==> src/sv/cfcl_pkg.sv <==
// shared constants, codes and crc step function for the framed command link
package cfcl_pkg;

  localparam int unsigned ReplyBytes = 11;
  localparam int unsigned FrameBytes = 10;
  localparam int unsigned CntW       = 4;
  localparam int unsigned CfgIdxW    = 1;
  localparam int unsigned CfgDataW   = 16;

  localparam logic [15:0] CrcPoly = 16'h1021;

  localparam logic [7:0] StartByte = 8'd2;
  localparam logic [7:0] LenByte   = 8'd5;
  localparam logic [7:0] StopByte  = 8'd3;

  localparam logic [1:0] REQ_SEND = 2'd0;
  localparam logic [1:0] REQ_RX   = 2'd1;
  localparam logic [1:0] REQ_END  = 2'd2;

  localparam logic [CfgIdxW-1:0] CFG_CRC_SEED = 1'b0;
  localparam logic [CfgIdxW-1:0] CFG_REPLY_ID = 1'b1;

  localparam logic OUT_TX      = 1'b0;
  localparam logic OUT_VERDICT = 1'b1;

  // one byte through crc-16, msb first
  function automatic logic [15:0] crc_byte(input logic [15:0] crc, input logic [7:0] data);
    logic [15:0] c;
    c = crc ^ {data, 8'h00};
    for (int b = 0; b < 8; b++) begin
      if (c[15]) begin
        c = {c[14:0], 1'b0} ^ CrcPoly;
      end else begin
        c = {c[14:0], 1'b0};
      end
    end
    return c;
  endfunction

endpackage

==> src/sv/crc_framed_command_link.sv <==
// framed command link: frame sender, reply collector and reply checker
//
// Usage: one request channel (in_valid_i/in_ready_o) carries a request type.
// A send request emits ten frame bytes on the result channel
// (out_valid_o/out_ready_i), one per cycle while the receiver takes them,
// the tenth flagged by frame_last_o.
// A received-byte request is stored and gives no result; bytes
// past the eleventh are dropped and mark the reply as too long.
// An end-of-window request scans the eleven stored bytes one per cycle
// through the shared crc byte unit and then emits one verdict; with a wrong
// byte count the scan is skipped and the verdict follows directly.
// The crc byte unit is the one datapath used by both sender and checker,
// and it sets the rate: one byte per cycle, unless the receiver stalls a send.
// A new request is taken only once the previous one is finished, so when
// the receiver stalls, the current result holds and in_ready_o stays low.
// Registers must be written by the user only while idle, which the block
// does not enforce, on the always-ready configuration channel (index 0 crc
// seed, index 1 expected reply id). Reset clears sequencer, byte count and
// registers (seed 0, reply id 50); stored bytes are undefined until written.
module crc_framed_command_link (
  input  logic                              clk_i,
  input  logic                              rst_ni,
  input  logic                              in_valid_i,
  output logic                              in_ready_o,
  input  logic [1:0]                        req_type_i,
  input  logic [7:0]                        packet_id_i,
  input  logic signed [31:0]                cmd_value_i,
  input  logic [7:0]                        rx_byte_i,
  output logic                              out_valid_o,
  input  logic                              out_ready_i,
  output logic                              out_kind_o,
  output logic [7:0]                        tx_byte_o,
  output logic                              frame_last_o,
  output logic                              reply_ok_o,
  output logic [7:0]                        fault_code_o,
  output logic                              fault_seen_o,
  input  logic                              cfg_valid_i,
  output logic                              cfg_ready_o,
  input  logic [cfcl_pkg::CfgIdxW-1:0]      cfg_index_i,
  input  logic [cfcl_pkg::CfgDataW-1:0]     cfg_data_i
);
  import cfcl_pkg::*;

  localparam logic [1:0] ST_IDLE = 2'd0;
  localparam logic [1:0] ST_SEND = 2'd1;
  localparam logic [1:0] ST_SCAN = 2'd2;
  localparam logic [1:0] ST_VERD = 2'd3;

  localparam logic [CntW-1:0] LastFrameIdx = CntW'(FrameBytes - 1);
  localparam logic [CntW-1:0] LastReplyIdx = CntW'(ReplyBytes - 1);
  localparam logic [CntW-1:0] ReplyFull    = CntW'(ReplyBytes);
  localparam logic [CntW-1:0] ReplyOver    = CntW'(ReplyBytes + 1);

  logic [1:0]      state_q, state_d;
  logic [CntW-1:0] idx_q, idx_d;
  logic [CntW-1:0] reply_count_q, reply_count_d;
  logic [15:0]     crc_q, crc_d;
  logic            ok_q, ok_d;
  logic [7:0]      fault_q, fault_d;
  logic [15:0]     crc_seed_q;
  logic [7:0]      reply_id_q;
  logic [7:0]      id_q;
  logic [31:0]     value_q;
  logic [7:0]      reply_store_q [ReplyBytes];

  logic            in_acc, out_acc;
  logic [7:0]      unit_byte;
  logic [15:0]     unit_crc;
  logic [7:0]      frame_byte;
  logic [7:0]      scan_byte;

  assign in_ready_o  = (state_q == ST_IDLE);
  assign cfg_ready_o = 1'b1;
  assign in_acc      = in_valid_i & in_ready_o;
  assign out_valid_o = (state_q == ST_SEND) || (state_q == ST_VERD);
  assign out_acc     = out_valid_o & out_ready_i;
  assign scan_byte   = reply_store_q[idx_q];

  // frame byte for the current index
  always_comb begin
    case (idx_q)
      4'd0:    frame_byte = StartByte;
      4'd1:    frame_byte = LenByte;
      4'd2:    frame_byte = id_q;
      4'd3:    frame_byte = value_q[31:24];
      4'd4:    frame_byte = value_q[23:16];
      4'd5:    frame_byte = value_q[15:8];
      4'd6:    frame_byte = value_q[7:0];
      4'd7:    frame_byte = crc_q[15:8];
      4'd8:    frame_byte = crc_q[7:0];
      default: frame_byte = StopByte;
    endcase
  end

  // shared crc byte unit
  assign unit_byte = (state_q == ST_SCAN) ? scan_byte : frame_byte;
  assign unit_crc  = crc_byte(crc_q, unit_byte);

  always_comb begin
    state_d       = state_q;
    idx_d         = idx_q;
    reply_count_d = reply_count_q;
    crc_d         = crc_q;
    ok_d          = ok_q;
    fault_d       = fault_q;
    case (state_q)
      ST_IDLE: begin
        if (in_acc) begin
          case (req_type_i)
            REQ_SEND: begin
              state_d = ST_SEND;
              idx_d   = '0;
              crc_d   = crc_seed_q;
            end
            REQ_RX: begin
              if (reply_count_q < ReplyFull) begin
                reply_count_d = reply_count_q + 1'b1;
              end else begin
                reply_count_d = ReplyOver;
              end
            end
            REQ_END: begin
              ok_d          = (reply_count_q == ReplyFull);
              fault_d       = '0;
              idx_d         = '0;
              crc_d         = crc_seed_q;
              reply_count_d = '0;
              state_d       = (reply_count_q == ReplyFull) ? ST_SCAN : ST_VERD;
            end
            default: ;
          endcase
        end
      end
      ST_SEND: begin
        if (out_acc) begin
          if (idx_q >= 4'd2 && idx_q <= 4'd6) begin
            crc_d = unit_crc;
          end
          if (idx_q == LastFrameIdx) begin
            state_d = ST_IDLE;
          end
          idx_d = idx_q + 1'b1;
        end
      end
      ST_SCAN: begin
        case (idx_q)
          4'd0:    ok_d = ok_q & (scan_byte == StartByte);
          4'd2: begin
            ok_d  = ok_q & (scan_byte == reply_id_q);
            crc_d = unit_crc;
          end
          4'd7: begin
            fault_d = scan_byte;
            crc_d   = unit_crc;
          end
          4'd8:    ok_d = ok_q & (scan_byte == crc_q[15:8]);
          4'd9:    ok_d = ok_q & (scan_byte == crc_q[7:0]);
          4'd10:   ok_d = ok_q & (scan_byte == StopByte);
          default: begin
            if (idx_q >= 4'd3 && idx_q <= 4'd6) begin
              crc_d = unit_crc;
            end
          end
        endcase
        if (idx_q == LastReplyIdx) begin
          state_d = ST_VERD;
        end
        idx_d = idx_q + 1'b1;
      end
      ST_VERD: begin
        if (out_acc) begin
          state_d = ST_IDLE;
        end
      end
      default: state_d = ST_IDLE;
    endcase
  end

  always_ff @(posedge clk_i or negedge rst_ni) begin
    if (!rst_ni) begin
      state_q       <= ST_IDLE;
      idx_q         <= '0;
      reply_count_q <= '0;
      crc_q         <= '0;
      ok_q          <= 1'b0;
      fault_q       <= '0;
      crc_seed_q    <= '0;
      reply_id_q    <= 8'd50;
    end else begin
      state_q       <= state_d;
      idx_q         <= idx_d;
      reply_count_q <= reply_count_d;
      crc_q         <= crc_d;
      ok_q          <= ok_d;
      fault_q       <= fault_d;
      if (cfg_valid_i && cfg_ready_o) begin
        case (cfg_index_i)
          CFG_CRC_SEED: crc_seed_q <= cfg_data_i;
          CFG_REPLY_ID: reply_id_q <= cfg_data_i[7:0];
          default: ;
        endcase
      end
    end
  end

  // request payload and reply store
  always_ff @(posedge clk_i) begin
    if (in_acc && req_type_i == REQ_SEND) begin
      id_q    <= packet_id_i;
      value_q <= cmd_value_i;
    end
    if (in_acc && req_type_i == REQ_RX && reply_count_q < ReplyFull) begin
      reply_store_q[reply_count_q] <= rx_byte_i;
    end
  end

  assign out_kind_o   = (state_q == ST_VERD) ? OUT_VERDICT : OUT_TX;
  assign tx_byte_o    = (state_q == ST_SEND) ? frame_byte : 8'd0;
  assign frame_last_o = (state_q == ST_SEND) && (idx_q == LastFrameIdx);
  assign reply_ok_o   = (state_q == ST_VERD) && ok_q;
  assign fault_code_o = reply_ok_o ? fault_q : 8'd0;
  assign fault_seen_o = reply_ok_o && (fault_q != 8'd0);

  a_no_overlap: assert property (@(posedge clk_i) disable iff (!rst_ni)
    !(in_ready_o && out_valid_o))
    else $error("request taken while a result is pending");

  a_count_range: assert property (@(posedge clk_i) disable iff (!rst_ni)
    reply_count_q <= ReplyOver)
    else $error("reply count out of range");

  a_last_to_idle: assert property (@(posedge clk_i) disable iff (!rst_ni)
    out_acc && frame_last_o |=> in_ready_o)
    else $error("sequencer did not return to idle after last frame byte");

  a_scan_range: assert property (@(posedge clk_i) disable iff (!rst_ni)
    (state_q == ST_SCAN) |-> (idx_q <= LastReplyIdx))
    else $error("scan index past reply length");

  a_scan_to_verdict: assert property (@(posedge clk_i) disable iff (!rst_ni)
    (state_q == ST_SCAN) && (idx_q == LastReplyIdx) |=> (state_q == ST_VERD))
    else $error("scan did not end in a verdict");

endmodule
==> config.mk <==
export PLATFORM = sky130hd
export DESIGN_NAME = crc_framed_command_link
export DESIGN_NICKNAME = d
export VERILOG_FILES = /design/src/sv/cfcl_pkg.sv /design/src/sv/crc_framed_command_link.sv
export SDC_FILE = /design/constraint.sdc
export NUM_CORES = 1
export LEC_CHECK = 0
export BUFFER_PORTS_ARGS = -buffer_cell sky130_fd_sc_hd__clkbuf_2
export CAP_MARGIN = 20
export CORE_MARGIN = 1
export CORE_UTILIZATION = 53
export DETAILED_ROUTE_END_ITERATION = 7
export GPL_TIMING_DRIVEN = 0
export PLACE_DENSITY_LB_ADDON = 0.05
export SYNTH_ARGS = -nofsm -noshare
export SYNTH_HDL_FRONTEND = slang
export SYNTH_SLANG_ARGS = --single-unit
==> constraint.sdc <==
create_clock -name clk_i -period 2.95 [get_ports clk_i]
set_input_delay 0.4425 -clock clk_i [delete_from_list [all_inputs] [get_ports clk_i]]
set_output_delay 0.4425 -clock clk_i [all_outputs]
set_load 0.1 [all_outputs]
==> results of run 1 <==
## layer usage
metal | share of wire, % | track usage, %
met4 | 2.4 | 11.1
met3 | 6.0 | 4.56
met5 | 0 | 0
met2 | 52 | 50.1
met1 | 40 | 34.7
## power by group through the flow
stage	Clock (mW)	Sequential [mW]	Combinational (mW)
5_1_grt	2.36	3.44	6.08
4_1_cts	2.25	3.41	5.31
6_report	2.23	3.42	5.71
3_5_place_dp	0	3.46	4.95
2_1_floorplan	0	3.34	3.83
3_3_place_gp	0	3.45	4.85
## Yosys cell counts, drive strengths merged, types with 5 or more instances
cell / instances
nor2: 30
inv: 17
xnor3: 7
nor2b: 8
nand2: 46
nand2b: 11
a21oi: 36
xnor2: 8
nand3: 10
o22ai: 23
a211oi: 12
mux2: 35
o22a: 5
o21ai: 33
ha: 16
a22oi: 10
edfxtp: 128
buf: 22
mux2i: 40
dfrtp: 56
nor3: 18
or3: 5
xor2: 7
clkbuf: 23
nor4: 8
and3: 28
nand3b: 5
## state kept, by name, summed over array words and instances, names as in the netlist
name and cells:
idx_q 4, reply_store_q 88, fault_q 8, id_q 8
crc_q 16, state_q 2, reply_id_q 8, reply_count_q 4
crc_seed_q 16, value_q 32, ok_q 1
## critical path, delay by kind of cell, from the launching register on
kind                     cells  cell delay, ps
flip-flops                   1             410
adder cells (fa/ha/maj)      1             190
buffers and inverters        4             590
AO/OA/AOI/OAI                4             800
## through the flow
step	hold slack [ps]	cells	TNS (ps)	instance area [µm²]	util [%]
global placement	493	1033	-10160	9920	59.4
finish	145	1087	0	11100	66.3
detailed placement	495	1033	-10850	9950	59.6
floorplan	147	720	-497	9180	-
CTS	160	1074	0	10800	64.7
global route	151	1087	-137	11100	66.3
## logic make-up after synthesis
logic type,count (synthesis)
flops,187
simple gates,191
compound gates,163
mux,75
buf+inv,64
other cells,1
fa+ha+maj,16
xor+xnor,23
## timing repair
action,CTS,global route
pin swaps,6,9
gates resized for setup,55,37
buffers inserted,10,13
hold buffers,0,0
endpoints found under the setup margin,26,19
## worst max path at each step
stage                            end  cells after the start  slack (ps)
2_1_floorplan           fault_seen_o                      4        -500
3_3_place_gp   crc_q[12]$_DFFE_PN0P_                     12        -680
3_5_place_dp   crc_q[12]$_DFFE_PN0P_                     12        -720
4_1_cts         crc_q[2]$_DFFE_PN0P_                     10           8
5_1_grt                 tx_byte_o[1]                      9         -50
6_report                tx_byte_o[1]                      9          60
## cell type report
cell class	count	area, µm²
Fill cell	1276	5640
Sequential cell	187	5320
Multi-Input combinational cell	469	3760
Timing Repair Buffer	116	711
Clock buffer	17	425
Buffer	44	327
Tap cell	220	275
Clock inverter	15	150
Inverter	19	92.6
==> metrics.md, run 1 <==
| Metric | Value |
|---|---|
| Share of layout cells above drive strength 1 | 31.5% |
| All-layer global routing usage | approximately 28% |
| Clock sink count | ~190 |
| CP arrival | between 2000 and 2500 ps |
| Largest family of logic cells by synthesized area | compound AO/OA/AOI/OAI gates |
| Simple-Gate Fraction of Synth Area | roughly 11% |
| Die W | 133 µm |
| Max incr delay on CP | around 410 ps |
| Diodes inserted | 0 |
| Worst slew pin tran | between 1000 and 1500 ps |
| Power after layout | about 11 mW |
| Mux cell area share after synthesis | a little under 9% |
| Area Growth Syn to Fin | 21.6% |
| DRT iter0 DRCs | approximately 600 |
| CP Launch Type | flip-flop |
| Critical path endpoint category | output pin |
| Number of core rows | 47 |
| Top cell type by total area after synthesis | edfxtp_1 |
| Final hold violations | 0 |
| Vias per cell | 6.17 |
| Num CTS Buffers | 17 |
| Post-synth net total | around 810 |
| Seq pwr share | a little under a third |
| R2R Setup Slk | 120 ps |
| Crit path launch | idx_q[1]$_DFFE_PN0P_ |
| # port buffers | 93 |
| Status | finished clean |
| Most common cell after layout, fill and taps aside | edfxtp_1 |
| RSZ-0062 raised after global routing | true |
| I/O pin total | 95 |
| Synth area leaders | edfxtp_1 (42%), dfrtp_1 (15%), mux2_2 (4.3%) |
| Maximum vdd drop | ~0.00079 V |
| WL/cell | roughly 22 µm |
| Clock skew | approximately 11 ps |
| CTS Buffer Depth | 2 |
| Average instance area after synthesis | around 13 µm² |
| HPWL after DPL | about 17 mm |
| ANT nets after route | 0 |
| DIE HEIGHT | 133 µm |
| Initial DRT Pass Iterations | 6 |
| Synth warnings | 0 |
| Worst hold-check path type | primary input to asynchronous set/reset pin |
| Most used DFF post-synth | edfxtp_1 |
| CTS root buffer | clkbuf_16 |
| Slew HR | 29.2% |
| Clock period minus worst slack | just under 3000 ps |
| DRC | 0 |
| Initial Utilization | a little over half |
| Commonest non-fill, non-tap cells in the layout | edfxtp_1 (128), clkbuf_2 (87), dfrtp_1 (56) |
| XOR/XNOR Fraction of Synth Area | 3.53% |
| Comb pwr share | 50.3% |
| Reported leakage power | between 4 and 5 nW |
| Largest fanout of any net on the critical path | 8 |
| First-pass GRT wire length | 37.0 mm |
| CTS tree | yes |
| Worst-Skew Late Latency | 440 ps |
| Core region area | between 15,000 and 20,000 µm² |
| Worst path slowest cell | dfrtp_1 |
| Final setup violation count | 0 |
| Post-synth EDFFs | between 100 and 150 |
| Post-synthesis sequential area ratio | approximately three fifths |
| Post-Synthesis Cells | between 700 and 800 |
| Final wirelength | between 20 and 25 mm |
| R2R Path Start | idx_q[0]$_DFFE_PN0P_ |
| Max Freq | about 350 MHz |
| Worst endpoint required time | roughly 2500 ps |
| Vias in the first global route | a little under 7,000 |
| Cells along the critical path | buf_6 > clkinv_8 > ha_4 > buf_8 > a22oi_2 > o22ai_2 > a2111oi_4 > a21oi_4 > clkbuf_16 |
| Adder-cell share of the synthesized area | roughly 2.2% |
| Tcrit/Tclk final | 97.8% |
| Net switching power | around 4.7 mW |
| Synth Cell Area | 9100 µm² |
| Fraction of registers with async set/reset | 31.6% |
| Largest net degree at the start of global routing | 60 |
| Via count | roughly 6,700 |
| Clk slew on worst S/H paths | around 70 ps |
| H-tree depth | 4 |
| Clock power share | just under 20% |
| Top cell type's share of synthesized area | 42.2% |
| FF-to-FF path depth | 10 |
| Final GP Congestion | ~0.86 |
| Worst Setup Path Type | flip-flop to output pin |
| Maximum capacitance violations | 0 |
| Sw Share | between 40% and 50% |
| Post-layout worst setup margin | between 60 and 70 ps |
| Compound-cell area share of the yosys netlist | between 10% and 20% |
| Reg2reg end | crc_q[2]$_DFFE_PN0P_ |
| Slew Viols, Final | 0 |
| Pint | between 6 and 7 mW |
| Initial antenna violation count | 0 |
| Distinct cells, synth | 73 |
| Total gr overflow | 0 |
| Pwr/cell area | 1030 nW/µm² |
| Dpl ws | -717 ps |
| Yosys reg bits | roughly 190 |
| Nets | 942 |
| Die Area | around 18,000 µm² |
(Power assumes the default switching activity.)
==> run 2: changes to the inputs <==
ABC_AREA = 1   (was not set)
CORE_UTILIZATION = 54   (was 53)
==> run 2 against run 1 <==
Cell count up 30%. Clock power up 2%. Via count rose by 13%. Synthesized cell count is 48% higher. Largest power group unchanged. Area after synthesis up 3.6%. Hold slack lost 120 ps.
==> metrics.md, run 2 <==
| Metric | Value |
|---|---|
| Status | finished clean |
| Reported leakage power | 5.07 nW (+19%) |
| Synth area leaders | edfxtp_1 (41%), dfrtp_1 (15%), nand2_1 (14%) |
| ANT nets after route | 0 (unchanged) |
| Worst-Skew Late Latency | 440 ps (about the same) |
| Distinct cells, synth | 38 (-48%) |
| Final setup violation count | 0 (unchanged) |
| Biggest regs | reply_store_q x88, value_q x32 |
| Clock sink count | 187 (unchanged) |
| Post-synthesis sequential area ratio | 56.5% (-2.0 points) |
| Worst hold-check path type | primary input to asynchronous set/reset pin |
| # port buffers | 93 (unchanged) |
| Total gr overflow | 0 (unchanged) |
| Max reg flops | 88 (unchanged) |
| H-tree depth | 4 (unchanged) |
| All-layer global routing usage | 28.0% (-0.40 points) |
| Synth warnings | 0 (unchanged) |
| Inst Count DP | 1,380 (+34%) |
| Initial antenna violation count | 0 (unchanged) |
| Core region area | 16,800 µm² (+0.70%) |
| CTS tree | yes |
| Clk slew on worst S/H paths | 70 ps (about the same) |
| Bufs and invs on worst path | 5 (+1) |
| Top cell type by total area after synthesis | edfxtp_1 |
| Worst Setup Path Type | flip-flop to output pin |
| Die W | 134 µm (+0.82%) |
| Nets | 1,270 (+35%) |
| WL/cell | 16.8 µm (-25%) |
| Area Growth Syn to Fin | 17.0% |
| Met2 WL | 10.6 mm (-16%) |
| Maximum capacitance violations | 0 (unchanged) |
| Critical path endpoint category | output pin |
| Uppermost layer routed | met4 |
| Fraction of registers with async set/reset | 31.6% (unchanged) |
| Vias in the first global route | 6,972 (+3.6%) |
| Post-synth EDFFs | 128 (unchanged) |
| Average instance area after synthesis | 8.86 µm² (-30%) |
| Final hold violations | 0 (unchanged) |
| Die Area | 18,000 µm² (+1.6%) |
| Seq pwr share | 31.6% (+1.5 points) |
| Post-synth net total | 1,152 (+43%) |
| Slew HR | 28.3% (-0.91 points) |
| Most used DFF post-synth | edfxtp_1 |
| Final wirelength | 23.8 mm (-2.0%) |
| Worst endpoint required time | 2510 ps (about the same) |
| Commonest non-fill, non-tap cells in the layout | nand2_1 (345), edfxtp_1 (128), inv_1 (125) |
| CP most frequent cell | nand2_1 |
| WL met3 | 1.72 mm (+17%) |
| Cells along the critical path | buf_4 > inv_8 > ha_1 > buf_6 > nand3_4 > inv_6 > nand2_1 > nand2_1 > nor2_2 > a21oi_2 > buf_8 |
| CTS Buffer Depth | 2 (unchanged) |
| Post-Synthesis Cells | 1,064 (+48%) |
| Commonest cells in the netlist | nand2_1 (346), edfxtp_1 (128), inv_1 (125) |
| Sw Share | 45.5% (+3.9 points) |
| Tcrit/Tclk final | 97.0% (-0.88 points) |
| DIE HEIGHT | 134 µm (+0.82%) |
| Area taken by multi-input logic gates | 3490 µm² (-7.3%) |
| Fillers | 1,443 (+13%) |
| Initial DRT Pass Iterations | 5 (-1) |
| Layout Cells excl Fill | 1,416 (+30%) |
| Largest fanout of any net on the critical path | 9 (+1) |
| Crit-path leading delay family | buffers and inverters |
| DRC | 0 (unchanged) |
| Pint | 5.89 mW (-11%) |
| CTS root buffer | clkbuf_16 |
| Net switching power | 4.92 mW (+4.2%) |
| Clock skew | 11.3 ps (-0.132 ps) |
| Worst path slowest cell | dfrtp_1 |
| Share of layout cells above drive strength 1 | 19.4% (-12 points) |
| Num CTS Buffers | 17 (unchanged) |
| Reg with most FFs | reply_store_q |
| Number of core rows | 47 (unchanged) |
| Register Area | 5320 µm² (unchanged) |
| Most common cell in the netlist | nand2_1 |
| Yosys reg bits | 187 (unchanged) |
| Worst slew pin tran | 1070 ps (+11.7 ps) |
| DRT iter0 DRCs | 695 (+18%) |
| Slew Viols, Final | 0 (unchanged) |
| Met1 wire length | 11.1 mm (+16%) |
| Top cell type's share of synthesized area | 40.8% (-1.5 points) |
| CP Launch Type | flip-flop |
| Vias per cell | 5.34 (-13%) |
| I/O pin total | 95 (unchanged) |
| Clock period minus worst slack | 2860 ps (-25.9 ps) |
| CP arrival | 2420 ps (-20 ps) |
| Max incr delay on CP | 410 ps (about the same) |
| Initial Utilization | 56.0% (+1.6 points) |
| Synth Cell Area | 9430 µm² (+3.6%) |
| First-pass GRT wire length | 37.6 mm (+1.7%) |
| Most common cell after layout, fill and taps aside | nand2_1 |
| Via count | 7,556 (+13%) |
| Largest net degree at the start of global routing | 60 (unchanged) |
| Comb pwr share | 47.4% (-2.9 points) |
| Core Util, Final | 65.6% (-0.69 points) |
| Pwr/cell area | 980 nW/µm² (-4.4%) |
| HPWL after DPL | 17.1 mm (+1.4%) |
| Maximum vdd drop | 0.00128 V (+62%) |
| Final GP Congestion | 0.965 (+12%) |
| Clock power share | 21.0% (+1.4 points) |
| Max Freq | 350 MHz (+0.91%) |
[run 2: layout make-up]
class | count | area share (%)
Multi-Input combinational cell | 710 | 31.6
Buffer | 30 | 1.68
Antenna cell | 1 | 0.0227
Tap cell | 220 | 2.50
Clock inverter | 14 | 1.38
Timing Repair Buffer | 101 | 5.84
Clock buffer | 18 | 3.89
Inverter | 135 | 4.80
Sequential cell | 187 | 48.3
[run 2: worst register-to-register path: cells and delay by family (launching register included)]
kind | cells | cell delay (ps)
adder cells (fa/ha/maj) | 1 | 240
flip-flops | 1 | 390
AND/OR/NAND/NOR | 9 | 1100
AO/OA/AOI/OAI | 2 | 360
buffers and inverters | 4 | 490
[run 2: cells by family (layout without fill, tap and decap cells)]
family | count (synthesis) | count (layout) | share of synthesized area, %
simple gates | 577 | 577 | 26.6
flops | 187 | 187 | 56.5
buf+inv | 167 | 298 | 7.38
compound gates | 104 | 104 | 6.03
fa+ha+maj | 16 | 16 | 2.12
mux | 8 | 8 | 0.956
xor+xnor | 4 | 4 | 0.372
other cells | 1 | 2 | 0.0398
[run 2: repair_timing]
action                     CTS  global route
pin swaps                    0             2
resized for setup           25            14
setup endpoints to repair   22            11
buffers inserted             2             2
hold buffers                 0             0
[run 2: stage by stage]
step / setup TNS (ps) / area (µm²) / total power [mW] / hold WS [ps] / setup WS (ps)
3_5_place_dp: -2100 / 10300 / 8.33 / 466 / -185
6_report: 0 / 11000 / 10.8 / 21.8 / 89.8
5_1_grt: -4.21 / 11000 / 11.5 / 43.4 / -4.21
4_1_cts: 0 / 11000 / 10.7 / 39.5 / 33.5
3_3_place_gp: -1880 / 10200 / 8.25 / 460 / -169
2_1_floorplan: -4250 / 9470 / 7.05 / 147 / -462
[run 2: power groups by stage]
stage               logic (mW)  registers (mW)  clock network (mW)
global placement          4.80            3.45                   0
detailed placement        4.88            3.45                   0
finish                    5.13            3.41                2.27
global route              5.67            3.45                2.38
CTS                       4.99            3.40                2.29
floorplan                 3.69            3.36                   0
[run 2: worst paths after layout]
kind / slack, ps / cells past startpoint / startpoint / endpoint
hold / removal: 20 / 2 / rst_ni / fault_q[3]$_DFFE_PN0P_
max in group asynchronous: 2600 / 2 / rst_ni / reply_id_q[1]$_DFFE_PN1P_
min in group clk_i: 180 / 1 / cmd_value_i[14] / value_q[14]$_DFFE_PP_
setup reg to reg: 270 / 16 / idx_q[0]$_DFFE_PN0P_ / crc_q[1]$_DFFE_PN0P_
hold reg to reg: 490 / 2 / ok_q$_DFFE_PN0P_ / ok_q$_DFFE_PN0P_
setup / recovery: 90 / 11 / idx_q[1]$_DFFE_PN0P_ / tx_byte_o[4]
[run 2: per-layer routing]
layer	vias to the layer above	GRT usage, %
met4	0	7.55
met5	-	0
li1	3724	-
met2	273	42.0
met1	3532	41.4
met3	27	5.78
